--- config.mk ---
export PLATFORM = sky130hd
export DESIGN_NAME = positional_list_store_top
export DESIGN_NICKNAME = d
export VERILOG_FILES = /design/src/hdl/pls_pkg.sv /design/src/hdl/pls_cell.sv /design/src/hdl/positional_list_store_top.sv
export VERILOG_INCLUDE_DIRS = /design/src /design/src/hdl
export SDC_FILE = /design/constraint.sdc
export NUM_CORES = 1
export LEC_CHECK = 0
export BUFFER_PORTS_ARGS = -buffer_cell sky130_fd_sc_hd__buf_2
export CAP_MARGIN = 20
export CORE_AREA = 4 4 337 339
export DETAILED_ROUTE_END_ITERATION = 12
export DIE_AREA = 0 0 341 343
export PLACE_DENSITY = 0.59
export SYNTH_ARGS = -nofsm -noshare
export SYNTH_HDL_FRONTEND = slang
export SYNTH_HIERARCHICAL = 1
export SYNTH_SLANG_ARGS = --single-unit
--- constraint.sdc ---
create_clock -name clk -period 4.95 [get_ports clk]
set_input_delay 0.495 -clock clk [delete_from_list [all_inputs] [get_ports clk]]
set_output_delay 0.495 -clock clk [all_outputs]
set_load 0.1 [all_outputs]
--- src/hdl/positional_list_store_top_assert.svh ---
// Assertion macros shared by the positional list store RTL.
`ifndef POSITIONAL_LIST_STORE_TOP_ASSERT_SVH
`define POSITIONAL_LIST_STORE_TOP_ASSERT_SVH

// Same-cycle implication, checked on the rising edge of clk outside reset.
`define PLS_ASSERT_NOW(label, ante, cons, msg) \
	label: assert property (@(posedge clk) disable iff (!arst_n) (ante) |-> (cons)) \
		else $error(msg);

// Next-cycle implication, checked on the rising edge of clk outside reset.
`define PLS_ASSERT_NEXT(label, ante, cons, msg) \
	label: assert property (@(posedge clk) disable iff (!arst_n) (ante) |=> (cons)) \
		else $error(msg);

`endif

--- src/hdl/pls_pkg.sv ---
// Package with the constants, codes and command type of the positional list store.
package pls_pkg;

	localparam int DEPTH      = 16;
	localparam int ELEM_WIDTH = 32;
	localparam int IDX_W      = $clog2(DEPTH);
	localparam int POS_W      = 5;
	localparam int CNT_W      = 5;
	localparam int ACT_W      = 2;
	localparam int ST_W       = 2;

	localparam logic [ACT_W-1:0] ACT_INSERT = 2'd0;
	localparam logic [ACT_W-1:0] ACT_REMOVE = 2'd1;
	localparam logic [ACT_W-1:0] ACT_READ   = 2'd2;

	localparam logic [ST_W-1:0] ST_DONE  = 2'd0;
	localparam logic [ST_W-1:0] ST_FULL  = 2'd1;
	localparam logic [ST_W-1:0] ST_RANGE = 2'd2;

	// Command broadcast to every cell of the chain in the cycle a request is taken.
	typedef struct packed {
		logic             ins;
		logic             rem;
		logic [POS_W-1:0] pos;
		logic [CNT_W-1:0] cnt;
	} pls_cmd_t;

endpackage

--- src/hdl/pls_cell.sv ---
// One storage cell of the list chain: holds an entry and shifts with its neighbors.
module pls_cell (
	input  logic                             clk,
	input  pls_pkg::pls_cmd_t                cmd,
	input  logic [pls_pkg::IDX_W-1:0]        idx,
	input  logic [pls_pkg::ELEM_WIDTH-1:0]   left,
	input  logic [pls_pkg::ELEM_WIDTH-1:0]   right,
	input  logic [pls_pkg::ELEM_WIDTH-1:0]   element,
	output logic [pls_pkg::ELEM_WIDTH-1:0]   data
);
	import pls_pkg::*;

	logic [ELEM_WIDTH-1:0] data_q;
	logic [POS_W-1:0]      my_pos;
	logic [POS_W-1:0]      my_next;

	assign my_pos  = POS_W'(idx);
	assign my_next = my_pos + POS_W'(1);

	always_ff @(posedge clk) begin
		if (cmd.ins) begin
			if (my_pos == cmd.pos) begin
				data_q <= element;
			end else if (my_pos > cmd.pos && my_pos <= cmd.cnt) begin
				data_q <= left;
			end
		end else if (cmd.rem) begin
			// Cells from the removed slot up to the next-to-last entry pull from the right.
			if (my_pos >= cmd.pos && my_next < cmd.cnt) begin
				data_q <= right;
			end
		end
	end

	assign data = data_q;

endmodule

--- src/hdl/positional_list_store_top.sv ---
// Top level of the positional list store: request decode, cell chain and result register.
// Positional list store. Holds an ordered list of up to "capacity" 32-bit elements
// (at most 16) in a chain of cells. Each request beat inserts at, removes at or reads
// at a position and returns one result beat with status, read data, length and a full
// flag. All cells shift in the same clock as the request is taken, so a new request is
// accepted every cycle unless the input is stalled; the result is registered in the
// cycle after its request and held while the output is stalled, which stalls the input.
// The user writes the capacity register through the cfg port while the block is idle;
// the block does not enforce this. A value of zero acts as one, a value above 16 as 16.
module positional_list_store_top (
	input  logic                            clk,
	input  logic                            arst_n,
	input  logic                            cfg_valid,
	output logic                            cfg_ready,
	input  logic [pls_pkg::CNT_W-1:0]       cfg_data,
	input  logic                            in_valid,
	output logic                            in_stall,
	input  logic [pls_pkg::ACT_W-1:0]       action,
	input  logic [pls_pkg::POS_W-1:0]       position,
	input  logic [pls_pkg::ELEM_WIDTH-1:0]  element,
	output logic                            out_valid,
	input  logic                            out_stall,
	output logic [pls_pkg::ST_W-1:0]        status,
	output logic [pls_pkg::ELEM_WIDTH-1:0]  read_data,
	output logic [pls_pkg::CNT_W-1:0]       length,
	output logic                            full_res
);
	import pls_pkg::*;

	logic [CNT_W-1:0]      capacity_q;
	logic [CNT_W-1:0]      count_q;
	logic                  out_valid_q;
	logic [ST_W-1:0]       status_q;
	logic [ELEM_WIDTH-1:0] read_data_q;
	logic [CNT_W-1:0]      length_q;
	logic                  full_q;

	logic [CNT_W-1:0]      cap_eff;
	logic                  accept;
	logic                  ins_ok;
	logic                  rem_ok;
	logic [ST_W-1:0]       nxt_status;
	logic [ELEM_WIDTH-1:0] nxt_rdata;
	logic [CNT_W-1:0]      nxt_count;
	pls_cmd_t              cmd;
	logic [ELEM_WIDTH-1:0] cell_data [DEPTH];

	assign cfg_ready = 1'b1;

	always_ff @(posedge clk or negedge arst_n) begin
		if (!arst_n) begin
			capacity_q <= CNT_W'(DEPTH);
		end else if (cfg_valid && cfg_ready) begin
			capacity_q <= cfg_data;
		end
	end

	always_comb begin
		if (capacity_q == '0) begin
			cap_eff = CNT_W'(1);
		end else if (capacity_q > CNT_W'(DEPTH)) begin
			cap_eff = CNT_W'(DEPTH);
		end else begin
			cap_eff = capacity_q;
		end
	end

	// The input waits only while a finished result is held back by the output side.
	assign in_stall = out_valid_q && out_stall;
	assign accept   = in_valid && !in_stall;

	always_comb begin
		ins_ok     = 1'b0;
		rem_ok     = 1'b0;
		nxt_status = ST_DONE;
		nxt_rdata  = '0;
		nxt_count  = count_q;
		case (action)
			ACT_INSERT: begin
				if (count_q >= cap_eff) begin
					nxt_status = ST_FULL;
				end else if (position > count_q) begin
					nxt_status = ST_RANGE;
				end else begin
					ins_ok    = 1'b1;
					nxt_count = count_q + CNT_W'(1);
				end
			end
			ACT_REMOVE: begin
				if (position >= count_q) begin
					nxt_status = ST_RANGE;
				end else begin
					rem_ok    = 1'b1;
					nxt_count = count_q - CNT_W'(1);
				end
			end
			ACT_READ: begin
				if (position >= count_q) begin
					nxt_status = ST_RANGE;
				end else begin
					// Position is below count, so its low bits address a valid cell.
					nxt_rdata = cell_data[position[IDX_W-1:0]];
				end
			end
			default: begin
				nxt_status = ST_DONE;
			end
		endcase
	end

	assign cmd.ins = accept && ins_ok;
	assign cmd.rem = accept && rem_ok;
	assign cmd.pos = position;
	assign cmd.cnt = count_q;

	for (genvar g = 0; g < DEPTH; g++) begin : g_cell
		logic [ELEM_WIDTH-1:0] left_in;
		logic [ELEM_WIDTH-1:0] right_in;

		// The end cells never take from their missing neighbor, so those inputs are don't-care.
		if (g == 0) begin : g_first
			assign left_in = element;
		end else begin : g_left
			assign left_in = cell_data[g-1];
		end
		if (g == DEPTH - 1) begin : g_last
			assign right_in = cell_data[g];
		end else begin : g_right
			assign right_in = cell_data[g+1];
		end

		pls_cell u_cell (
			.clk     (clk),
			.cmd     (cmd),
			.idx     (IDX_W'(g)),
			.left    (left_in),
			.right   (right_in),
			.element (element),
			.data    (cell_data[g])
		);
	end

	always_ff @(posedge clk or negedge arst_n) begin
		if (!arst_n) begin
			count_q     <= '0;
			out_valid_q <= 1'b0;
		end else begin
			if (accept) begin
				count_q     <= nxt_count;
				out_valid_q <= 1'b1;
			end else if (!out_stall) begin
				out_valid_q <= 1'b0;
			end
		end
	end

	always_ff @(posedge clk) begin
		if (accept) begin
			status_q    <= nxt_status;
			read_data_q <= nxt_rdata;
			length_q    <= nxt_count;
			full_q      <= (nxt_count >= cap_eff);
		end
	end

	assign out_valid = out_valid_q;
	assign status    = status_q;
	assign read_data = read_data_q;
	assign length    = length_q;
	assign full_res  = full_q;

`include "positional_list_store_top_assert.svh"

	`PLS_ASSERT_NOW(a_count_bound, 1'b1, count_q <= CNT_W'(DEPTH), "list length above store depth")
	`PLS_ASSERT_NEXT(a_insert_grows, cmd.ins, count_q == $past(count_q) + CNT_W'(1), "insert did not grow the list")
	`PLS_ASSERT_NEXT(a_accept_result, accept, out_valid_q && length_q == count_q, "accepted request left no matching result")
	`PLS_ASSERT_NOW(a_fail_no_data, out_valid_q && status_q != ST_DONE, read_data_q == '0, "failed request returned read data")

endmodule
-- Word-level counts from Yosys, hierarchy flattened
Index checks and enable logic that the tools add are counted.
- register bits after elaboration: 563
- output and inout bits: 43
- reduce and logical (&&, ||, !) cells: 74
- mux-type cells: 97
- equality and inequality tests: 33
- add/sub/neg operators: 2
- bitwise gates (word level): 2
- $lt $le $gt $ge: 68
- operators with widths (cell ; number):
    32-bit two-way mux ; 79
    32-bit binary-select mux with 4-bit select ; 1
    3-bit by 1-bit inequality test with 1-bit output, second input constant ; 15
    3-bit AND reduction ; 15
    4-bit by 5-bit equality test with 1-bit output, first input constant ; 8
    4-bit by 5-bit greater-than comparator with 1-bit output, first input constant ; 8
    4-bit by 5-bit <= comparator with 1-bit output, first input constant ; 8
    4-bit by 5-bit less-than comparator with 1-bit output, first input constant ; 8
    4-bit by 5-bit >= comparator with 1-bit output, first input constant ; 7
    1-bit logical AND ; 35
    2-bit nonzero test ; 17
    5-bit two-way mux ; 5
    3-bit by 5-bit equality test with 1-bit output, first input constant ; 4
    3-bit by 5-bit >= comparator with 1-bit output, first input constant ; 4
    3-bit by 5-bit greater-than comparator with 1-bit output, first input constant ; 4
    3-bit by 5-bit <= comparator with 1-bit output, first input constant ; 4
    3-bit by 5-bit less-than comparator with 1-bit output, first input constant ; 4
    5-bit >= comparator ; 3
    2-bit by 5-bit equality test with 1-bit output, first input constant ; 2
    1-bit by 5-bit >= comparator with 1-bit output, first input constant ; 2
    2-bit by 5-bit >= comparator with 1-bit output, first input constant ; 2
    1-bit by 5-bit greater-than comparator with 1-bit output, first input constant ; 2
    2-bit by 5-bit greater-than comparator with 1-bit output, first input constant ; 2
    1-bit by 5-bit <= comparator with 1-bit output, first input constant ; 2
    other kinds (23) ; 35

-- Longest topological paths before layout
Gate-level depths: netlist (run 1).
- depth in word-level cells: 9
- depth in mapped cells: 18
- depth with buffers taken out: 17

-- By module
Netlist (run 1), hierarchy kept.
- modules (own cells, without submodules) (module ; cells an instance ; instances ; seq. area each (um2) ; area an instance (um2)):
    pls_cell ; 186 ; 16 ; 960.9 ; 2009.4
    positional_list_store_top ; 431 ; 1 ; 1477.7 ; 6413.7

-- Worst setup path after synthesis (run 1)
Ideal clock, no wire load.
- kind: reg-to-reg
- start: register count_q[0]
- end: register g_cell[0].u_cell.data_q[0] (enable)
- required time: 4.574 ns
- setup time: 0.376 ns
- slack: 0.310 ns
- stages on the path, launching flop included: 11
- path buffers: 2
- arrival time: 4.264 ns
- cell sequence: dfrtp_1 inv_1 ha_1 nor2b_1 o21ai_0 a31oi_1 and3_1 clkbuf_1 and2_1 clkbuf_1 o221a_2
- RTL lines (item ; RTL line ; source):
    from (decl) ; positional_list_store_top.sv:31 ; logic [CNT_W-1:0] count_q;
    from (signal assigned) ; positional_list_store_top.sv:149 ; count_q <= nxt_count;
    to (signal assigned) ; pls_cell.sv:23 ; data_q <= element;
    to (signal assigned) ; pls_cell.sv:25 ; data_q <= left;
    to (signal assigned) ; pls_cell.sv:30 ; data_q <= right;
    to (decl) ; pls_cell.sv:13 ; logic [ELEM_WIDTH-1:0] data_q;

==> run_results.csv, run 1 <==
group,metric,value,unit
timing,min_period,4030,ps
worst_setup_path,cp-start-kind,"flop",
detailed_routing,wl_met1,49.9,mm
layout,final_layout_size_suffix_gt1_share,12.9,%
run,cap_violations,0,
clocking,cts_made_buffers,69,
clocking,insertion_delay,640,ps
die,core.rowCount,122,
power_and_ir_drop,vdd_ir_drop_max,0.279,mV
yosys,ys_seq_area_share,43.7,%
worst_setup_path,critPathCaptureType,"flop",
detailed_routing,drc,0,
place,port_buffers,90,
power_and_ir_drop,power_density,285,nW/um^2
worst_setup_path,path_class,"flop to flop",
timing,setup-tns-final,0,ps
clocking,cts_resized,0,
worst_setup_path,reg2reg_depth,11,
detailed_routing,route.met3.wl,6.96,mm
timing,finalHoldViolations,0,
detailed_routing,wirelength,114,mm
timing,fin_crit_sh,81.4,%
global_routing,gr-usage-all-layers,19.2,%
die,dieArea,117000,um^2
clocking,clk_path_buf_depth,3,
timing,fin_skew,28.0,ps
timing,slew_violations,0,
worst_setup_path,path_max_fanout,25,
detailed_routing,first_pass_iters,6,
yosys,synth_cell_types,50,
yosys,synth_area,38600,um^2
place,placed_cells,5118,
die,die_h,343,um
clocking,cts_setup_buffers,0,
detailed_routing,drtIter0Drc,2381,
yosys,synth_warnings,6,
global_routing,grt_pass1_wl,171,mm
timing,rsz0062_at_grt,"no",
timing,fin_hold_ws,78.8,ps
die,core_area,110000,um^2
clocking,path_clk_slew,50,ps
place,dp_hpwl,66.7,mm
clocking,cts_sinks,563,
yosys,synth_enable_flop_cells,552,
detailed_routing,wl_per_cell,21.8,um
outcome,status,"finished, final reports clean",
worst_setup_path,rr_startpoint,"count_q[2]$_DFFE_PN0P_",
worst_setup_path,worstSetupEndpoint,"g_cell[7].u_cell/data[5]$_DFFE_PP_",
worst_setup_path,crit_required,5340,ps
die,die_width,341,um
detailed_routing,vias,27700,
clocking,cts.htree.levels,3,
layout,instances_no_fill,5246,
die,io_pins,92,
yosys,synth.avg_cell_area,11.3,um^2
detailed_routing,ant_nets,0,
clocking,tritoncts,"done",
worst_setup_path,arrival,4420,ps
timing,worst_slew_pin_slew,1200,ps
power_and_ir_drop,p_leak,20.2,nW
detailed_routing,vias_per_cell,5.27,
global_routing,grt_max_degree,264,
worst_setup_path,startpoint,"count_q[2]$_DFFE_PN0P_",
layout,synthToLayoutAreaGrowth,12.8,%
power_and_ir_drop,total_power,0.0124,W
clocking,root_buffer,"clkbuf_16",
timing,maxSlewHeadroom,19.7,%
worst_setup_path,rrSetupSlack,920,ps
global_routing,gr-total-overflow,0,
worst_hold_path,hold_class,"input port to flop",
layout,final_nets,3997,
clocking,ctsHoldBuffers,1,
yosys,synthArstFlopShare,1.95,%
yosys,ys.flop_type,"edfxtp_1",
global_routing,antenna_found_initial,13,
timing,max_freq,0.248,GHz
place,gp_congestion,0.787,
global_routing,grt_pass1_vias,26700,
detailed_routing,routed-wl-met2,54.4,mm
worst_setup_path,r2r_end,"g_cell[7].u_cell/data[5]$_DFFE_PP_",
yosys,ys_ff_latch,563,
detailed_routing,dr.max_layer_used,"met5",
yosys,netlist_instances,3407,
timing,setup_violations,0,
die,initial_core_util,34.9,%
[where the power goes]
part | total (W) | switching [W] | internal (W)
clock | 0.00507 | 0.00218 | 0.00289
sequential | 0.00538 | 0.0000609 | 0.00532
combinational | 0.00197 | 0.00126 | 0.000701
[state kept, by name (all words and copies together) (netlist names)]
register,count
length,5
capacity_q,5
out_valid,1
g_cell.u_cell/data,512
status,2
full_res,1
count_q,5
read_data,32
[through the flow]
step / utilization (%) / instance area, um^2 / setup WS, ps
after floorplan: - / 39600 / 310
after global placement: 37.4 / 41200 / 925
after detailed placement: 37.4 / 41200 / 842
after CTS: 39.4 / 43500 / 920
after global routing: 39.4 / 43500 / 683
final: 39.4 / 43500 / 920
[cell usage after synthesis, drive strengths merged, types with 3 or more instances]
master   instances  area share, %
and3            66            1.1
nand2           77           0.75
nand3           52            1.2
o221a           16           0.47
ha             245            7.9
nand3b          17           0.33
edfxtp         552             43
a21oi          574            7.4
nor2b           19           0.31
and2            17           0.33
a21o             4          0.078
a211oi           3          0.058
nor4             3          0.049
mux2             4           0.12
xnor2           17           0.39
o21ai           41           0.53
buf             90            2.4
o21a            17           0.33
inv            172            1.7
xor2            16           0.36
clkbuf         115            1.1
dfrtp           10           0.65
a31oi           19           0.31
nor2           524            5.1
nor3             6          0.078
o2111ai         32           0.73
mux2i          513             13
nand2b           6          0.097
mux4           159            9.3
[per-layer routing]
layer | up-vias | GRT usage (%)
met4 | 4 | 5.23
met3 | 164 | 3.07
met5 | - | 0
li1 | 13200 | -
met1 | 13500 | 25.7
met2 | 811 | 32.3
[worst min path at each step]
stage               startpoint                   endpoint  slack [ps]  cells after the start
finish                in_valid      out_valid$_DFFE_PN0P_          80                      2
floorplan               arst_n  capacity_q[0]$_DFFE_PN0P_         200                      0
global route          in_valid      out_valid$_DFFE_PN0P_          80                      2
global placement        arst_n      out_valid$_DFFE_PN0P_         390                      1
CTS                   in_valid      out_valid$_DFFE_PN0P_          40                      2
detailed placement      arst_n      out_valid$_DFFE_PN0P_         400                      1
[worst max-delay path, cell delays in order (launching register included)]
cell	delay [ps]
dfrtp_1	490
inv_1	190
ha_1	340
nand3_1	140
or2_2	320
o221ai_1	130
and3_1	370
and2_4	430
buf_4	320
o2111ai_1	140
o221a_2	580
buf_12	320
[cells in the final DEF (no fill, tap or decap), types with 17 or more instances in the layout]
| master | Yosys | final |
|---|---|---|
| o21ai_0 | 41 | 41 |
| a21oi_1 | 574 | 574 |
| o2111ai_1 | 32 | 32 |
| and3_1 | 50 | 50 |
| a31oi_1 | 19 | 19 |
| inv_1 | 172 | 172 |
| mux2i_1 | 513 | 513 |
| clkbuf_16 | 0 | 70 |
| edfxtp_1 | 552 | 552 |
| nor2b_1 | 19 | 19 |
| xnor2_1 | 17 | 17 |
| nand2_1 | 77 | 77 |
| buf_2 | 32 | 86 |
| conb_1 | 2 | 273 |
| mux4_2 | 159 | 159 |
| nor2_1 | 524 | 524 |
| nand3_1 | 36 | 36 |
| ha_1 | 245 | 244 |
| buf_4 | 3 | 56 |
| nand3b_1 | 17 | 17 |
[cells by family after synthesis]
| logic type | share of synthesized area (%) |
|---|---|
| AND/OR/NAND/NOR | 9.44 |
| AO/OA/AOI/OAI | 10.2 |
| multiplexers | 22.7 |
| flip-flops | 43.7 |
| buffers and inverters | 5.21 |
| adder cells (fa/ha/maj) | 7.95 |
| XOR/XNOR | 0.749 |
| other | 0.0195 |
[area by class of cell]
class                           count  area, um^2
Fill cell                       10700       66900
Multi-Input combinational cell   2737       20700
Sequential cell                   563       16900
Tap cell                         1488        1860
Clock buffer                       84        1800
Timing Repair Buffer              159        1170
Inverter                          173         649
Clock inverter                     38         414
Antenna cell                        4        10.0
(Power assumes the default switching activity.)
==> run 2: changes to the inputs <==
--- a/config.mk
+++ b/config.mk
@@ -11,7 +11,7 @@
 export CORE_AREA = 4 4 337 339
 export DETAILED_ROUTE_END_ITERATION = 12
 export DIE_AREA = 0 0 341 343
-export PLACE_DENSITY = 0.59
+export PLACE_DENSITY = 0.58
 export SYNTH_ARGS = -nofsm -noshare
 export SYNTH_HDL_FRONTEND = slang
 export SYNTH_HIERARCHICAL = 1
==> constraint.sdc (replaced) <==
create_clock -name clk -period 4.1 [get_ports clk]
set_input_delay 0.41 -clock clk [delete_from_list [all_inputs] [get_ports clk]]
set_output_delay 0.41 -clock clk [all_outputs]
set_load 0.1 [all_outputs]
==> run 2 against run 1 <==
Core utilization grew 0.36 points; maximum frequency grew 11%; final cell count grew 0.59%; critical path depth grew 1; combinational power grew 22%; design area grew 0.93%; non-clock buffer count grew 16; worst hold slack gained 26 ps; highest routed layer unchanged.
==> run_results.csv, run 2 (synthesis gave the netlist of run 1 again) <==
group,metric,value,unit
timing,finalHoldViolations,0,
detailed_routing,vias,27800,
power_and_ir_drop,power_density,343,nW/um^2
worst_setup_path,crit_buf_inv,2,
timing,setup-tns-final,0,ps
timing,maxSlewHeadroom,22.7,%
worst_setup_path,critPathCaptureType,"flop",
clocking,clk_path_buf_depth,3,
worst_setup_path,crit_cells,12,
power_and_ir_drop,vdd_ir_drop_max,0.306,mV
worst_hold_path,hold_class,"input port to flop",
clocking,path_clk_slew,60,ps
timing,setup_violations,0,
worst_setup_path,worstSetupEndpoint,"g_cell[11].u_cell/data[15]$_DFFE_PP_",
clocking,root_buffer,"clkbuf_16",
worst_setup_path,cp_slowest_cell,"and2_4",
power_and_ir_drop,p_leak,20.4,nW
worst_setup_path,path_cells,"nor3_1 > nor2_1 > nor2_1 > ha_1 > nor2b_1 > o21ai_0 > a31oi_1 > and3_1 > and2_4 > buf_4 > buf_4 > a21oi_1",
die,core_area,110000,um^2
die,die_h,343,um
timing,fin_crit_sh,88.3,%
timing,slew_violations,0,
detailed_routing,wl_per_cell,21.7,um
clocking,tritoncts,"done",
worst_setup_path,r2r_end,"g_cell[11].u_cell/data[15]$_DFFE_PP_",
die,initial_core_util,34.9,%
timing,min_period,3620,ps
clocking,cts.htree.levels,3,
timing,fin_skew,37.1,ps
outcome,status,"finished, final reports clean",
place,gp_congestion,0.807,
detailed_routing,wirelength,115,mm
global_routing,gr-total-overflow,0,
global_routing,antenna_found_initial,15,
worst_setup_path,rrSetupSlack,480,ps
detailed_routing,ant_nets,0,
layout,final_layout_size_suffix_gt1_share,13.3,%
worst_setup_path,rr_startpoint,"capacity_q[1]$_DFFE_PN0P_",
die,core.rowCount,122,
worst_setup_path,cpLargestDelayFamily,"simple AND/OR/NAND/NOR gates",
worst_setup_path,slowest_delay,450,ps
clocking,cts_made_buffers,73,
layout,final_core_util,39.8,%
timing,rsz0062_at_grt,"no",
detailed_routing,drc,0,
place,port_buffers,90,
global_routing,grt_max_degree,146,
layout,final_area,43900,um^2
clocking,insertion_delay,650,ps
timing,max_freq,0.276,GHz
worst_setup_path,path_max_fanout,43,
layout,layout_commonest_cell,"a21oi_1",
place,dp_hpwl,66.7,mm
die,dieArea,117000,um^2
worst_setup_path,reg2reg_depth,12,
global_routing,grt_pass1_wl,171,mm
global_routing,gr-usage-all-layers,19.3,%
worst_setup_path,path_class,"flop to flop",
worst_setup_path,arrival,3980,ps
detailed_routing,vias_per_cell,5.27,
clocking,cts_sinks,563,
worst_setup_path,startpoint,"capacity_q[1]$_DFFE_PN0P_",
layout,mostFrequentLayoutCells,"a21oi_1, edfxtp_1, nor2_1",
timing,worst_slew_pin_slew,1160,ps
detailed_routing,first_pass_iters,7,
detailed_routing,drtIter0Drc,2448,
place,dpl_cell_area,41500,um^2
layout,final_nets,4017,
global_routing,grt_pass1_vias,26900,
run,cap_violations,0,
die,io_pins,92,
worst_setup_path,crit_required,4460,ps
worst_setup_path,cp-start-kind,"flop",
clocking,cts_setup_buffers,0,
die,die_width,341,um
layout,synthToLayoutAreaGrowth,13.8,%
layout,largest_reg_flops,512,
power_and_ir_drop,total_power,0.0150,W
## run 2: cell types whose count changed in the layout (fill, tap and decap cells not counted), sizes merged
cell,before,now
clkinv,26,38
bufinv,5,2
buf,158,166
diode,4,9
clkbuf,84,88
clkinvlp,4,1
dlygate4sd3,1,9
## run 2: routing by layer
layer | share of wire, % | GRT usage [%] | wire length [um]
met1 | 43 | 25.8 | 49400
met2 | 48 | 32.2 | 55000
met3 | 6.5 | 3.24 | 7470
met4 | 2.3 | 5.82 | 2650
met5 | 0.048 | 0 | 55
## run 2: worst min path at each step
stage	depth (start not counted)	to	from	slack, ps
finish	2	capacity_q[0]$_DFFE_PN0P_	cfg_valid	100
floorplan	0	capacity_q[0]$_DFFE_PN0P_	arst_n	110
CTS	2	capacity_q[0]$_DFFE_PN0P_	cfg_valid	50
global route	2	capacity_q[1]$_DFFE_PN0P_	cfg_valid	90
global placement	1	out_valid$_DFFE_PN0P_	arst_n	300
detailed placement	1	capacity_q[2]$_DFFE_PN0P_	arst_n	300
## run 2: stage by stage
step / instances / hold WS (ps) / setup slack (ps)
2_1_floorplan: 3678 / 114 / 126
3_3_place_gp: 5127 / 300 / 447
3_5_place_dp: 5127 / 303 / 492
4_1_cts: 5268 / 50.3 / 480
5_1_grt: 5272 / 93.8 / 151
6_report: 5277 / 105 / 479
## run 2: final cells by class
type                    count  area [um^2]
repair buffers            175         1530
diodes                      9         22.5
multi-input cells        2737        20700
clock buffers              88         1900
fillers                 10700        66500
flip-flops and latches    563        16900
inverters                 173          651
well taps                1488         1860
clock inverters            44          345
## run 2: what timing repair did
item | in CTS | in global routing
hold endpoints to repair | 17 | 0
hold buffers | 9 | 0
gates resized for setup | 0 | 0
## run 2: power breakdown
part	internal, W	switching, W	total (W)	leakage, nW
sequential	0.00643	0.0000715	0.00650	5.12
combinational	0.000865	0.00153	0.00240	14.2
clock	0.00347	0.00268	0.00615	1.11
total	0.0108	0.00428	0.0150	20.4
